$ cat src/design/sws_pkg.sv
`timescale 1ns / 1ps
`default_nettype none

package sws_pkg;

	localparam int TS_W           = 48;
	localparam int WIN_W          = 32;
	localparam int FRAC_W         = 16;
	localparam int SHARE_W        = FRAC_W + 1;
	localparam int CNT_OUT_W      = 9;
	localparam int FIFO_DEPTH_DEF = 256;

	localparam logic [WIN_W-1:0]   WIN_RESET = WIN_W'(10000);
	localparam logic [SHARE_W-1:0] SHARE_ONE = SHARE_W'(1) << FRAC_W;

	typedef enum logic [2:0] {
		ST_IDLE,
		ST_REC_RD,
		ST_REC_WR,
		ST_QRY_RD,
		ST_QRY_CMP,
		ST_DIV,
		ST_OUT
	} sws_state_t;

	// Controller to datapath
	typedef struct packed {
		logic load;
		logic rec_write;
		logic drop;
		logic div_start;
		logic div_step;
		logic out_load;
	} sws_cmd_t;

	// Datapath to controller
	typedef struct packed {
		logic mode;
		logic empty;
		logic expired;
		logic div_last;
		logic out_free;
	} sws_sts_t;

endpackage

`default_nettype wire

$ cat src/design/sws_ctrl.sv
`timescale 1ns / 1ps
`default_nettype none

module sws_ctrl import sws_pkg::*; (
	input  wire logic     clk,
	input  wire logic     arst_n,
	input  wire logic     in_valid,
	output logic          in_ready,
	input  wire sws_sts_t sts,
	output sws_cmd_t      cmd
);

	sws_state_t state_q;
	sws_state_t state_d;

	always_ff @(posedge clk or negedge arst_n) begin
		if (!arst_n) begin
			state_q <= ST_IDLE;
		end else begin
			state_q <= state_d;
		end
	end

	always_comb begin
		state_d = state_q;
		unique case (state_q)
			ST_IDLE: begin
				if (in_valid) begin
					state_d = sts.mode ? ST_QRY_RD : ST_REC_RD;
				end
			end
			ST_REC_RD:  state_d = ST_REC_WR;
			ST_REC_WR:  state_d = ST_IDLE;
			ST_QRY_RD:  state_d = ST_QRY_CMP;
			ST_QRY_CMP: begin
				priority if (sts.expired) begin
					state_d = ST_QRY_RD;
				end else if (sts.empty) begin
					state_d = ST_OUT;
				end else begin
					state_d = ST_DIV;
				end
			end
			ST_DIV: begin
				if (sts.div_last) begin
					state_d = ST_OUT;
				end
			end
			ST_OUT: begin
				if (sts.out_free) begin
					state_d = ST_IDLE;
				end
			end
			default: state_d = ST_IDLE;
		endcase
	end

	always_comb begin
		cmd      = '0;
		in_ready = 1'b0;
		unique case (state_q)
			ST_IDLE: begin
				in_ready = 1'b1;
				cmd.load = in_valid;
			end
			ST_REC_WR:  cmd.rec_write = 1'b1;
			ST_QRY_CMP: begin
				cmd.drop      = sts.expired;
				cmd.div_start = !sts.expired && !sts.empty;
			end
			ST_DIV:     cmd.div_step = 1'b1;
			ST_OUT:     cmd.out_load = sts.out_free;
			default: ;
		endcase
	end

endmodule

`default_nettype wire

$ cat config.mk
export PLATFORM = sky130hd
export DESIGN_NAME = sws_ctrl
export DESIGN_NICKNAME = d
export VERILOG_FILES = /design/src/design/sws_pkg.sv /design/src/design/sws_ctrl.sv
export SDC_FILE = /design/constraint.sdc
export NUM_CORES = 1
export LEC_CHECK = 0
export ABC_AREA = 1
export BUFFER_PORTS_ARGS = -buffer_cell sky130_fd_sc_hd__buf_4
export CAP_MARGIN = 20
export CORE_AREA = 3 3 40 42
export CTS_CLUSTER_DIAMETER = 100
export DETAILED_ROUTE_END_ITERATION = 16
export DIE_AREA = 0 0 43 45
export GPL_TIMING_DRIVEN = 0
export SYNTH_ARGS = -nofsm -noshare
export SYNTH_HDL_FRONTEND = slang
export SYNTH_SLANG_ARGS = --single-unit
$ cat constraint.sdc
create_clock -name clk -period 1.2 [get_ports clk]
set_clock_uncertainty 0.1 [all_clocks]
set_input_delay 0.18 -clock clk [delete_from_list [all_inputs] [get_ports clk]]
set_output_delay 0.18 -clock clk [all_outputs]
set_load 0.02 [all_outputs]
# Word level (Yosys, flattened, before mapping)
# Index checks and enable logic that the tools add are counted.
[totals]
register_bits = 3
in_bits = 8
out_inout_bits = 7
elab_cells = 28
[classes]
n_eq_ne = 9
mux = 13
n_reduce_logical = 5
[op_table]
columns = ["cell", "n"]
rows = [
  ["$pmux 3 s6", 1],
  ["$mux 3", 4],
  ["$eq 3x3->1 const B", 3],
  ["$eq 3x2->1 const B", 2],
  ["$mux 2", 3],
  ["$ne 2x2->1 const B", 3],
  ["$mux 1", 5],
  ["$eq 3x1->1 const B", 1],
  ["$logic_not 3->1", 1],
  ["$reduce_and 3->1", 1],
  ["$logic_not 1->1", 2],
  ["$logic_and 1x1->1", 1],
]

# Longest topological paths before layout
# Gate-level depths: netlist (run 1).
[depth]
ltp_word = 3
depth_mapped = 6
ltp_nobuf = 6

# Worst setup path before layout (run 1)
# Ideal clock, no wire load.
[synth_path]
path_kind = "reg-to-output"
from = "register state_q[1]"
to = "output cmd[2] (netlist bit)"
t_arrival_ns = 1.009
required_ns = 0.920
path_slack_ns = -0.089
path_stages_with_launch = 4
path_buffers = 0
path_cell_list = "dfrtp_1 nor2_2 nand3_1 nor2_1"
[synth_rtl]
columns = ["item", "line_no", "text"]
rows = [
  ["start, declared", "sws_ctrl.sv:13", "sws_state_t state_q;"],
  ["start signal, assigned", "sws_ctrl.sv:20", "state_q <= state_d;"],
  ["end, declared", "sws_ctrl.sv:10", "output sws_cmd_t cmd"],
]

==> results of run 1 <==
==> synth_stat cells <==
master    number
a21o_1         1
buf_2          1
dfrtp_1        3
inv_1          8
inv_2          2
nand2_1        9
nand3_1        7
nand3_2        1
nand4_1        1
nor2_1         7
nor2_2         1
nor3_1         1
o21ai_1        1
o21bai_2       1
==> repair_timing <==
item                                    4_1_cts  5_1_grt
gates cloned                                  0        0
endpoints found under the setup margin        9       10
hold endpoints to repair                      3        0
hold buffers                                  1        0
buffers inserted                              2        3
gates resized for setup                       8       11
pin swaps                                     2        5
==> logic make-up (layout without fill, tap and decap cells) <==
group / after synthesis / after routing
AOI/OAI and AO/OA: 3 / 3
buffers and inverters: 11 / 35
DFF: 3 / 3
and+or+nand+nor: 27 / 27
==> power breakdown <==
group	internal (mW)	total (mW)	switching (mW)	leakage (nW)
sequential	0.152	0.204	0.0516	0.0358
combinational	0.365	0.786	0.421	0.261
clock	0.125	0.177	0.0520	0.0150
total	0.642	1.17	0.525	0.312
==> metrics by stage <==
stage	setup slack (ns)	std cells	utilization [%]	hold slack, ns
global placement	-0.114	73	31.2	-0.131
floorplan	-0.0176	44	-	-0.216
CTS	-0.238	80	36.9	0.121
global route	-0.293	83	41.8	0.143
detailed placement	-0.128	73	31.2	-0.129
finish	-0.236	83	41.8	0.123
==> worst max-delay path: cells and delay by family (launching register included) <==
kind / cells / cell delay [ns]
DFF: 1 / 0.42
and+or+nand+nor: 3 / 0.38
buffers and inverters: 1 / 0.12
==> per-layer routing <==
metal  GRT usage, %  vias up  share of wire, %
li1               -      185                 -
met1           8.98      163                40
met2           13.5        6                56
met3           3.98        0               3.9
met4           1.81        0                 0
met5              0        -                 0
==> final timing paths <==
path	from	end	slack, ns	cells past startpoint
hold reg to reg	state_q[1]	state_q[2]	0.61	3
min in group asynchronous	arst_n	state_q[0]	0.17	2
max in group asynchronous	arst_n	state_q[1]	0.72	2
hold / removal	sts[1]	state_q[0]	0.12	4
setup reg to reg	state_q[1]	state_q[1]	-0.11	8
setup / recovery	state_q[1]	cmd[2]	-0.24	4
==> final cells by class <==
class / count / area [um2]
Clock buffer: 4 / 26.3
Sequential cell: 3 / 77.6
Multi-Input combinational cell: 30 / 195
Inverter: 10 / 40.0
Buffer: 1 / 7.51
Tap cell: 15 / 18.8
Fill cell: 136 / 748
Timing Repair Buffer: 20 / 171
==> flow_summary.toml, run 1 <==
[worst_setup_path]
crit_arrival_ns = 1.16
max_stage_delay_ns = 0.42
cp_slowest_cell = "dfrtp_2"
critPathKind = "flip-flop to output port"
cp-start-kind = "flip-flop"
path_cells = "nor2_4, nand3_2, nor2_2, buf_6"
crit_path_end_kind = "output port"
required_ns = 0.92
path_max_fanout = 5

[die]
dieWidth_um = 43
core_um2 = 1280
num_rows = 13
io_pins = 15
die_height_um = 45
start_util_pct = 20.5
dieArea_um2 = 1940

[timing]
finalSetupTns_ns = -1.65
max_slew_margin_pct = 88.7
fmax_ghz = 0.696
finalCritPeriodShare_pct = 120
fin_crit_ns = 1.44
tightest_slew_ns = 0.168
rsz0062_at_grt = "yes"
hold_violations = 0
finalSetupViolations = 9
maxSlewViolCount = 0
setup_ws_ns = -0.236

[layout]
layout_commonest_cell = "buf_4"
top_register = "state_q"
n_antenna_cell = 0
reg.largest.list = "state_q x3"
drive_gt1_share_pct = 60.3
area_growth_pct = 103
final_cell_area_um2 = 537
largest_reg_flops = 3
final_cell_mix = "buf_4 (15), nand2_1 (7), inv_1 (6)"
layout.nets = 77

[synth]
yosysTopAreaCellShare_pct = 28.4
synthDistinctLibCells = 14
yosysSeqAreaShare_pct = 28.4
synth_top_family_by_area = "simple AND/OR/NAND/NOR gates"
synthCells = 44
synth_compound_area_share_pct = 9.00
synth-seq-cells = 3
avgSynthCellArea_um2 = 6.00
synthTopCellsByArea = "dfrtp_1 (28%), nand3_1 (13%), nand2_1 (13%), inv_1 (11%), nor2_1 (10%)"
netlist_area_um2 = 264
synthMuxAreaShare_pct = 0
synthAdderAreaFrac_pct = 0
synth_xor_xnor_area_share_pct = 0
yosysWarnings = 0
syn-num-nets = 52
yosysTopAreaCell = "dfrtp_1"
yosys.area_share.simple_pct = 46.4

[clocking]
clock_latency_ns = 0.23
cts.sinks = 3
clock-root-buffer = "clkbuf_4"
cts_max_path_buffers = 2
clk_pin_slew_ns = 0.04
cts_made_buffers = 3
h-tree-depth = 1
cts_tree = "done"

[global_routing]
grt_max_degree = 9
antenna_found_initial = 0
grt_usage_pct = 7.93
grt_pass1_vias = 319
grt_pass1_wl_mm = 1.17
globalRoute.totalOverflow = 0

[routing]
ant_nets = 0
drc_errors = 0
wirelength_um = 802
via_per_inst = 4.27
wl_per_cell_um = 9.66
drtIter0Drc = 4
firstDrtPassIters = 2
dr_total_vias = 354

[flow_run]
cap_viol_max_count = 0

[min_path]
hp-class = "input port to flip-flop"

[pwr]
cellLeakagePower_nw = 0.312
power_mw = 1.17
power_density_nw_per_um2 = 2170
vdd_drop_max_mv = 1.18

[outcome]
status = "finished, violations left"
failed_checks = "negative setup slack"

[place]
dp_hpwl_um = 557
postPlaceCellArea_um2 = 400
place_congestion = 0.771
io_buffers = 14
Note: power is estimated with default switching activity, not from simulation.
==> inputs of run 2 (changes only) <==
--- a/config.mk
+++ b/config.mk
@@ -8,11 +8,12 @@
 export ABC_AREA = 1
 export BUFFER_PORTS_ARGS = -buffer_cell sky130_fd_sc_hd__buf_4
 export CAP_MARGIN = 20
-export CORE_AREA = 3 3 40 42
+export CORE_AREA = 2 2 39 41
 export CTS_CLUSTER_DIAMETER = 100
 export DETAILED_ROUTE_END_ITERATION = 16
-export DIE_AREA = 0 0 43 45
+export DIE_AREA = 0 0 41 43
 export GPL_TIMING_DRIVEN = 0
+export PLACE_DENSITY = 0.53
 export SYNTH_ARGS = -nofsm -noshare
 export SYNTH_HDL_FRONTEND = slang
 export SYNTH_SLANG_ARGS = --single-unit
==> flow_summary.toml, run 2 (same netlist as run 1, synthesis figures left out) <==
[worst_setup_path]
path_max_fanout = 4
r2r-start = "state_q[0]"
crit_arrival_ns = 1.13
required_ns = 0.92
r2r-end = "state_q[2]"
crit_path_end_kind = "output port"
cp-start-kind = "flip-flop"
critPathKind = "flip-flop to output port"
reg2reg_depth = 5
rrSetupSlack_ns = -0.08

[place]
place_congestion = 0.659
post-place-ws_ns = -0.126
dp_hpwl_um = 524
io_buffers = 14

[global_routing]
grt_usage_pct = 9.56
grt_max_degree = 9
grt_pass1_wl_mm = 1.15
antenna_found_initial = 0
grt_pass1_vias = 325
globalRoute.totalOverflow = 0

[clocking]
cts_made_buffers = 3
clock_latency_ns = 0.24
cts_max_path_buffers = 2
cts.sinks = 3
clk_pin_slew_ns = 0.04
clock-root-buffer = "clkbuf_4"
h-tree-depth = 1
cts_tree = "done"

[routing]
drc_errors = 0
via_per_inst = 4.20
wirelength_um = 679
firstDrtPassIters = 2
wl_per_cell_um = 8.28
drtIter0Drc = 2
dr_total_vias = 344
ant_nets = 0

[min_path]
min_path_cells = 4
hp-class = "input port to flip-flop"
hold_start = "sts[1]"
hold_end = "state_q[0]"

[outcome]
failed_checks = "negative setup slack"
status = "finished, violations left"

[pwr]
vdd_drop_max_mv = 0.842
cellLeakagePower_nw = 0.290
power_density_nw_per_um2 = 2190

[die]
die_height_um = 43
dieArea_um2 = 1760
io_pins = 15
num_rows = 14
dieWidth_um = 41
core_um2 = 1380
start_util_pct = 19.1

[layout]
drive_gt1_share_pct = 57.6
layout_commonest_cell = "buf_4"
final_cell_mix = "buf_4 (15), nand2_1 (7), inv_1 (7)"
layout.nets = 75
regArea_um2 = 78.8
area_growth_pct = 91.5
finish.utilization_pct = 36.5
largest_reg_flops = 3
top_register = "state_q"
reg.largest.list = "state_q x3"
multi_input_area_um2 = 186
n_antenna_cell = 0
n_fill_cell = 159

[timing]
maxSlewViolCount = 0
rsz0062_at_grt = "yes"
max_slew_margin_pct = 88.2
finalCritPeriodShare_pct = 118
whs_ns = 0.130
tightest_slew_ns = 0.178
fin_crit_ns = 1.41
fmax_ghz = 0.707
setup_ws_ns = -0.214
finalSetupViolations = 10
hold_violations = 0

[flow_run]
cap_viol_max_count = 0
run 2: changes by cell type in the layout (fill, tap and decap cells not counted), sizes merged:
cell,previous run,this run
buf,20,18
run 2: area by class of cell:
cell class	instances	share of cell area, %
clock buffer	4	5.20
inverter	10	7.43
multi-input combinational	30	36.9
sequential	3	15.6
tap	16	3.96
timing repair buffer	19	30.9
run 2: where the power goes:
part | switching [mW] | internal [mW]
sequential | 0.0777 | 0.154
combinational | 0.359 | 0.335
clock | 0.0544 | 0.125
total | 0.491 | 0.614
run 2: repair_timing:
| action | 4_1_cts | 5_1_grt |
|---|---|---|
| endpoints found under the hold margin | 3 | 0 |
| hold buffers | 1 | 0 |
| pin swaps | 2 | 0 |
| setup buffers | 3 | 1 |
| endpoints found under the setup margin | 9 | 10 |
| gates resized for setup | 8 | 5 |
run 2: worst max path at each step:
stage              to  depth (start not counted)  startpoint
3_5_place_dp   cmd[2]                          4  state_q[0]
4_1_cts        cmd[5]                          4  state_q[0]
5_1_grt        cmd[3]                          4  state_q[0]
2_1_floorplan  cmd[2]                          3  state_q[1]
3_3_place_gp   cmd[2]                          4  state_q[0]
6_report       cmd[2]                          4  state_q[0]
run 2: worst max-delay path: stages, from the launching register on:
cell	delay, ns
dfrtp_2	0.42
nor2_4	0.15
nand3_2	0.10
nor2_2	0.10
buf_6	0.12
run 2: layer usage:
layer / track usage, % / wire [um] / vias to the layer above
met2: 15.0 / 358 / 9
met3: 1.57 / 37 / 2
li1: - / - / 179
met5: 0 / 0 / -
met4: 8.00 / 13 / 0
met1: 10.4 / 269 / 154
run 2: metrics by stage:
step / instance area (um2) / TNS (ns) / power, mW / cells
3_3_place_gp: 402 / -0.359 / 0.736 / 74
4_1_cts: 477 / -1.28 / 1.04 / 81
6_report: 505 / -1.33 / 1.11 / 82
2_1_floorplan: 277 / -0.0176 / 0.567 / 44
3_5_place_dp: 402 / -0.405 / 0.736 / 74
5_1_grt: 505 / -2.06 / 1.19 / 82
==> inputs of run 3 (changes only) <==
--- a/config.mk
+++ b/config.mk
@@ -9,11 +9,12 @@
 export BUFFER_PORTS_ARGS = -buffer_cell sky130_fd_sc_hd__buf_4
 export CAP_MARGIN = 20
 export CORE_AREA = 2 2 39 41
+export CTS_BUF_LIST = sky130_fd_sc_hd__clkbuf_4 sky130_fd_sc_hd__clkbuf_8 sky130_fd_sc_hd__clkbuf_16
 export CTS_CLUSTER_DIAMETER = 100
 export DETAILED_ROUTE_END_ITERATION = 16
 export DIE_AREA = 0 0 41 43
 export GPL_TIMING_DRIVEN = 0
-export PLACE_DENSITY = 0.53
+export PLACE_DENSITY = 0.55
 export SYNTH_ARGS = -nofsm -noshare
 export SYNTH_HDL_FRONTEND = slang
 export SYNTH_SLANG_ARGS = --single-unit
==> constraint.sdc (replaced) <==
create_clock -name clk -period 1.27 [get_ports clk]
set_clock_uncertainty 0.1 [all_clocks]
set_input_delay 0.0635 -clock clk [delete_from_list [all_inputs] [get_ports clk]]
set_output_delay 0.0635 -clock clk [all_outputs]
set_load 0.02 [all_outputs]
==> flow_summary.toml, run 3 (same netlist as run 1, synthesis figures left out) <==
[timing]
fin_crit_ns = 1.34
max_slew_margin_pct = 88.5
fmax_ghz = 0.747
finalCritPeriodShare_pct = 105
hold_violations = 0
setup_ws_ns = -0.0686
whs_ns = 0.0563
rsz0062_at_grt = "yes"
maxSlewViolCount = 0
finalSetupViolations = 6
tightest_slew_ns = 0.172

[die]
dieWidth_um = 41
core_um2 = 1380
start_util_pct = 19.1
io_pins = 15
num_rows = 14
die_height_um = 43
dieArea_um2 = 1760

[routing]
dr_total_vias = 354
drtIter0Drc = 5
drc_errors = 0
wl_per_cell_um = 8.46
wirelength_um = 702
ant_nets = 0
via_per_inst = 4.27
firstDrtPassIters = 2

[clocking]
clk_pin_slew_ns = 0.04
cts_made_buffers = 3
clock-root-buffer = "clkbuf_4"
clock_latency_ns = 0.23
h-tree-depth = 1
cts_max_path_buffers = 2
cts.sinks = 3
cts_tree = "done"

[worst_setup_path]
required_ns = 1.11
critPathKind = "flip-flop to output port"
path_max_fanout = 5
crit_start = "state_q[1]"
path_cells = "nor2_4, nand3_2, nor2_2, buf_6"
r2r-start = "state_q[1]"
cp_slowest_cell = "dfrtp_2"
cp-start-kind = "flip-flop"
reg2reg_depth = 5
crit_path_end_kind = "output port"
crit_end = "cmd[2]"
crit_arrival_ns = 1.18
r2r-end = "state_q[2]"
rrSetupSlack_ns = -0.06
max_stage_delay_ns = 0.44

[place]
dp_hpwl_um = 556
place_congestion = 0.696
io_buffers = 14
postPlaceCellArea_um2 = 389
post-place-ws_ns = 0.0168

[layout]
top_register = "state_q"
drive_gt1_share_pct = 56.7
area_growth_pct = 93.4
finish.utilization_pct = 36.9
n_fill_cell = 152
final_cell_area_um2 = 510
layout_commonest_cell = "buf_4"
reg.largest.list = "state_q x3"
n_antenna_cell = 0
largest_reg_flops = 3
final_cell_mix = "buf_4 (14), nand2_1 (7), inv_1 (6), nor2_1 (6)"
layout.nets = 76

[global_routing]
globalRoute.totalOverflow = 0
grt_pass1_vias = 309
antenna_found_initial = 0
grt_usage_pct = 9.15
grt_max_degree = 9
grt_pass1_wl_mm = 1.09

[pwr]
power_mw = 1.07
power_density_nw_per_um2 = 2090
cellLeakagePower_nw = 0.299
vdd_drop_max_mv = 0.644

[outcome]
failed_checks = "negative setup slack"
status = "finished, violations left"

[flow_run]
cap_viol_max_count = 0

[min_path]
hp-class = "input port to async pin"
[run 3: through the flow]
step	TNS [ns]	instances
finish	-0.284	83
global route	-0.736	83
CTS	-0.189	82
detailed placement	0	74
global placement	0	74
floorplan	0	44
[run 3: timing repair]
item                                    CTS  global route
hold buffers                              1             0
gates cloned                              0             0
gates resized for setup                   8             9
pin swaps                                 2             3
setup buffers                             3             1
endpoints found under the hold margin     3             0
endpoints found under the setup margin    5             8
[run 3: metal layers]
| layer | wire (um) | track usage [%] | vias to the layer above |
|---|---|---|---|
| met3 | 25 | 3.14 | 0 |
| li1 | - | - | 183 |
| met1 | 273 | 9.39 | 166 |
| met4 | 0 | 6.00 | 0 |
| met5 | 0 | 0 | - |
| met2 | 403 | 14.7 | 5 |
[run 3: cell type report]
type	instances	area [um2]	area share, %
timing repair buffer	19	160	31.4
tap	16	20.0	3.92
multi-input combinational	30	174	34.1
inverter	10	37.5	7.35
buffer	1	11.3	2.21
clock buffer	4	30.0	5.88
sequential	3	77.6	15.2
[run 3: worst min path at each step]
stage,from,end,cells after the start
after global routing,arst_n,state_q[0],2
after detailed placement,arst_n,state_q[0],1
after CTS,sts[1],state_q[0],4
after floorplan,arst_n,state_q[0],0
final,arst_n,state_q[0],2
after global placement,arst_n,state_q[2],1
[run 3: critical path, delay by kind of cell, from the launching register on]
| kind | cells | cell delay, ns |
|---|---|---|
| DFF | 1 | 0.44 |
| buffers and inverters | 1 | 0.12 |
| and+or+nand+nor | 3 | 0.39 |
[run 3: power breakdown]
group / internal, mW / switching, mW
Combinational: 0.328 / 0.353
Clock: 0.139 / 0.0477
Sequential: 0.144 / 0.0564
Total: 0.610 / 0.457
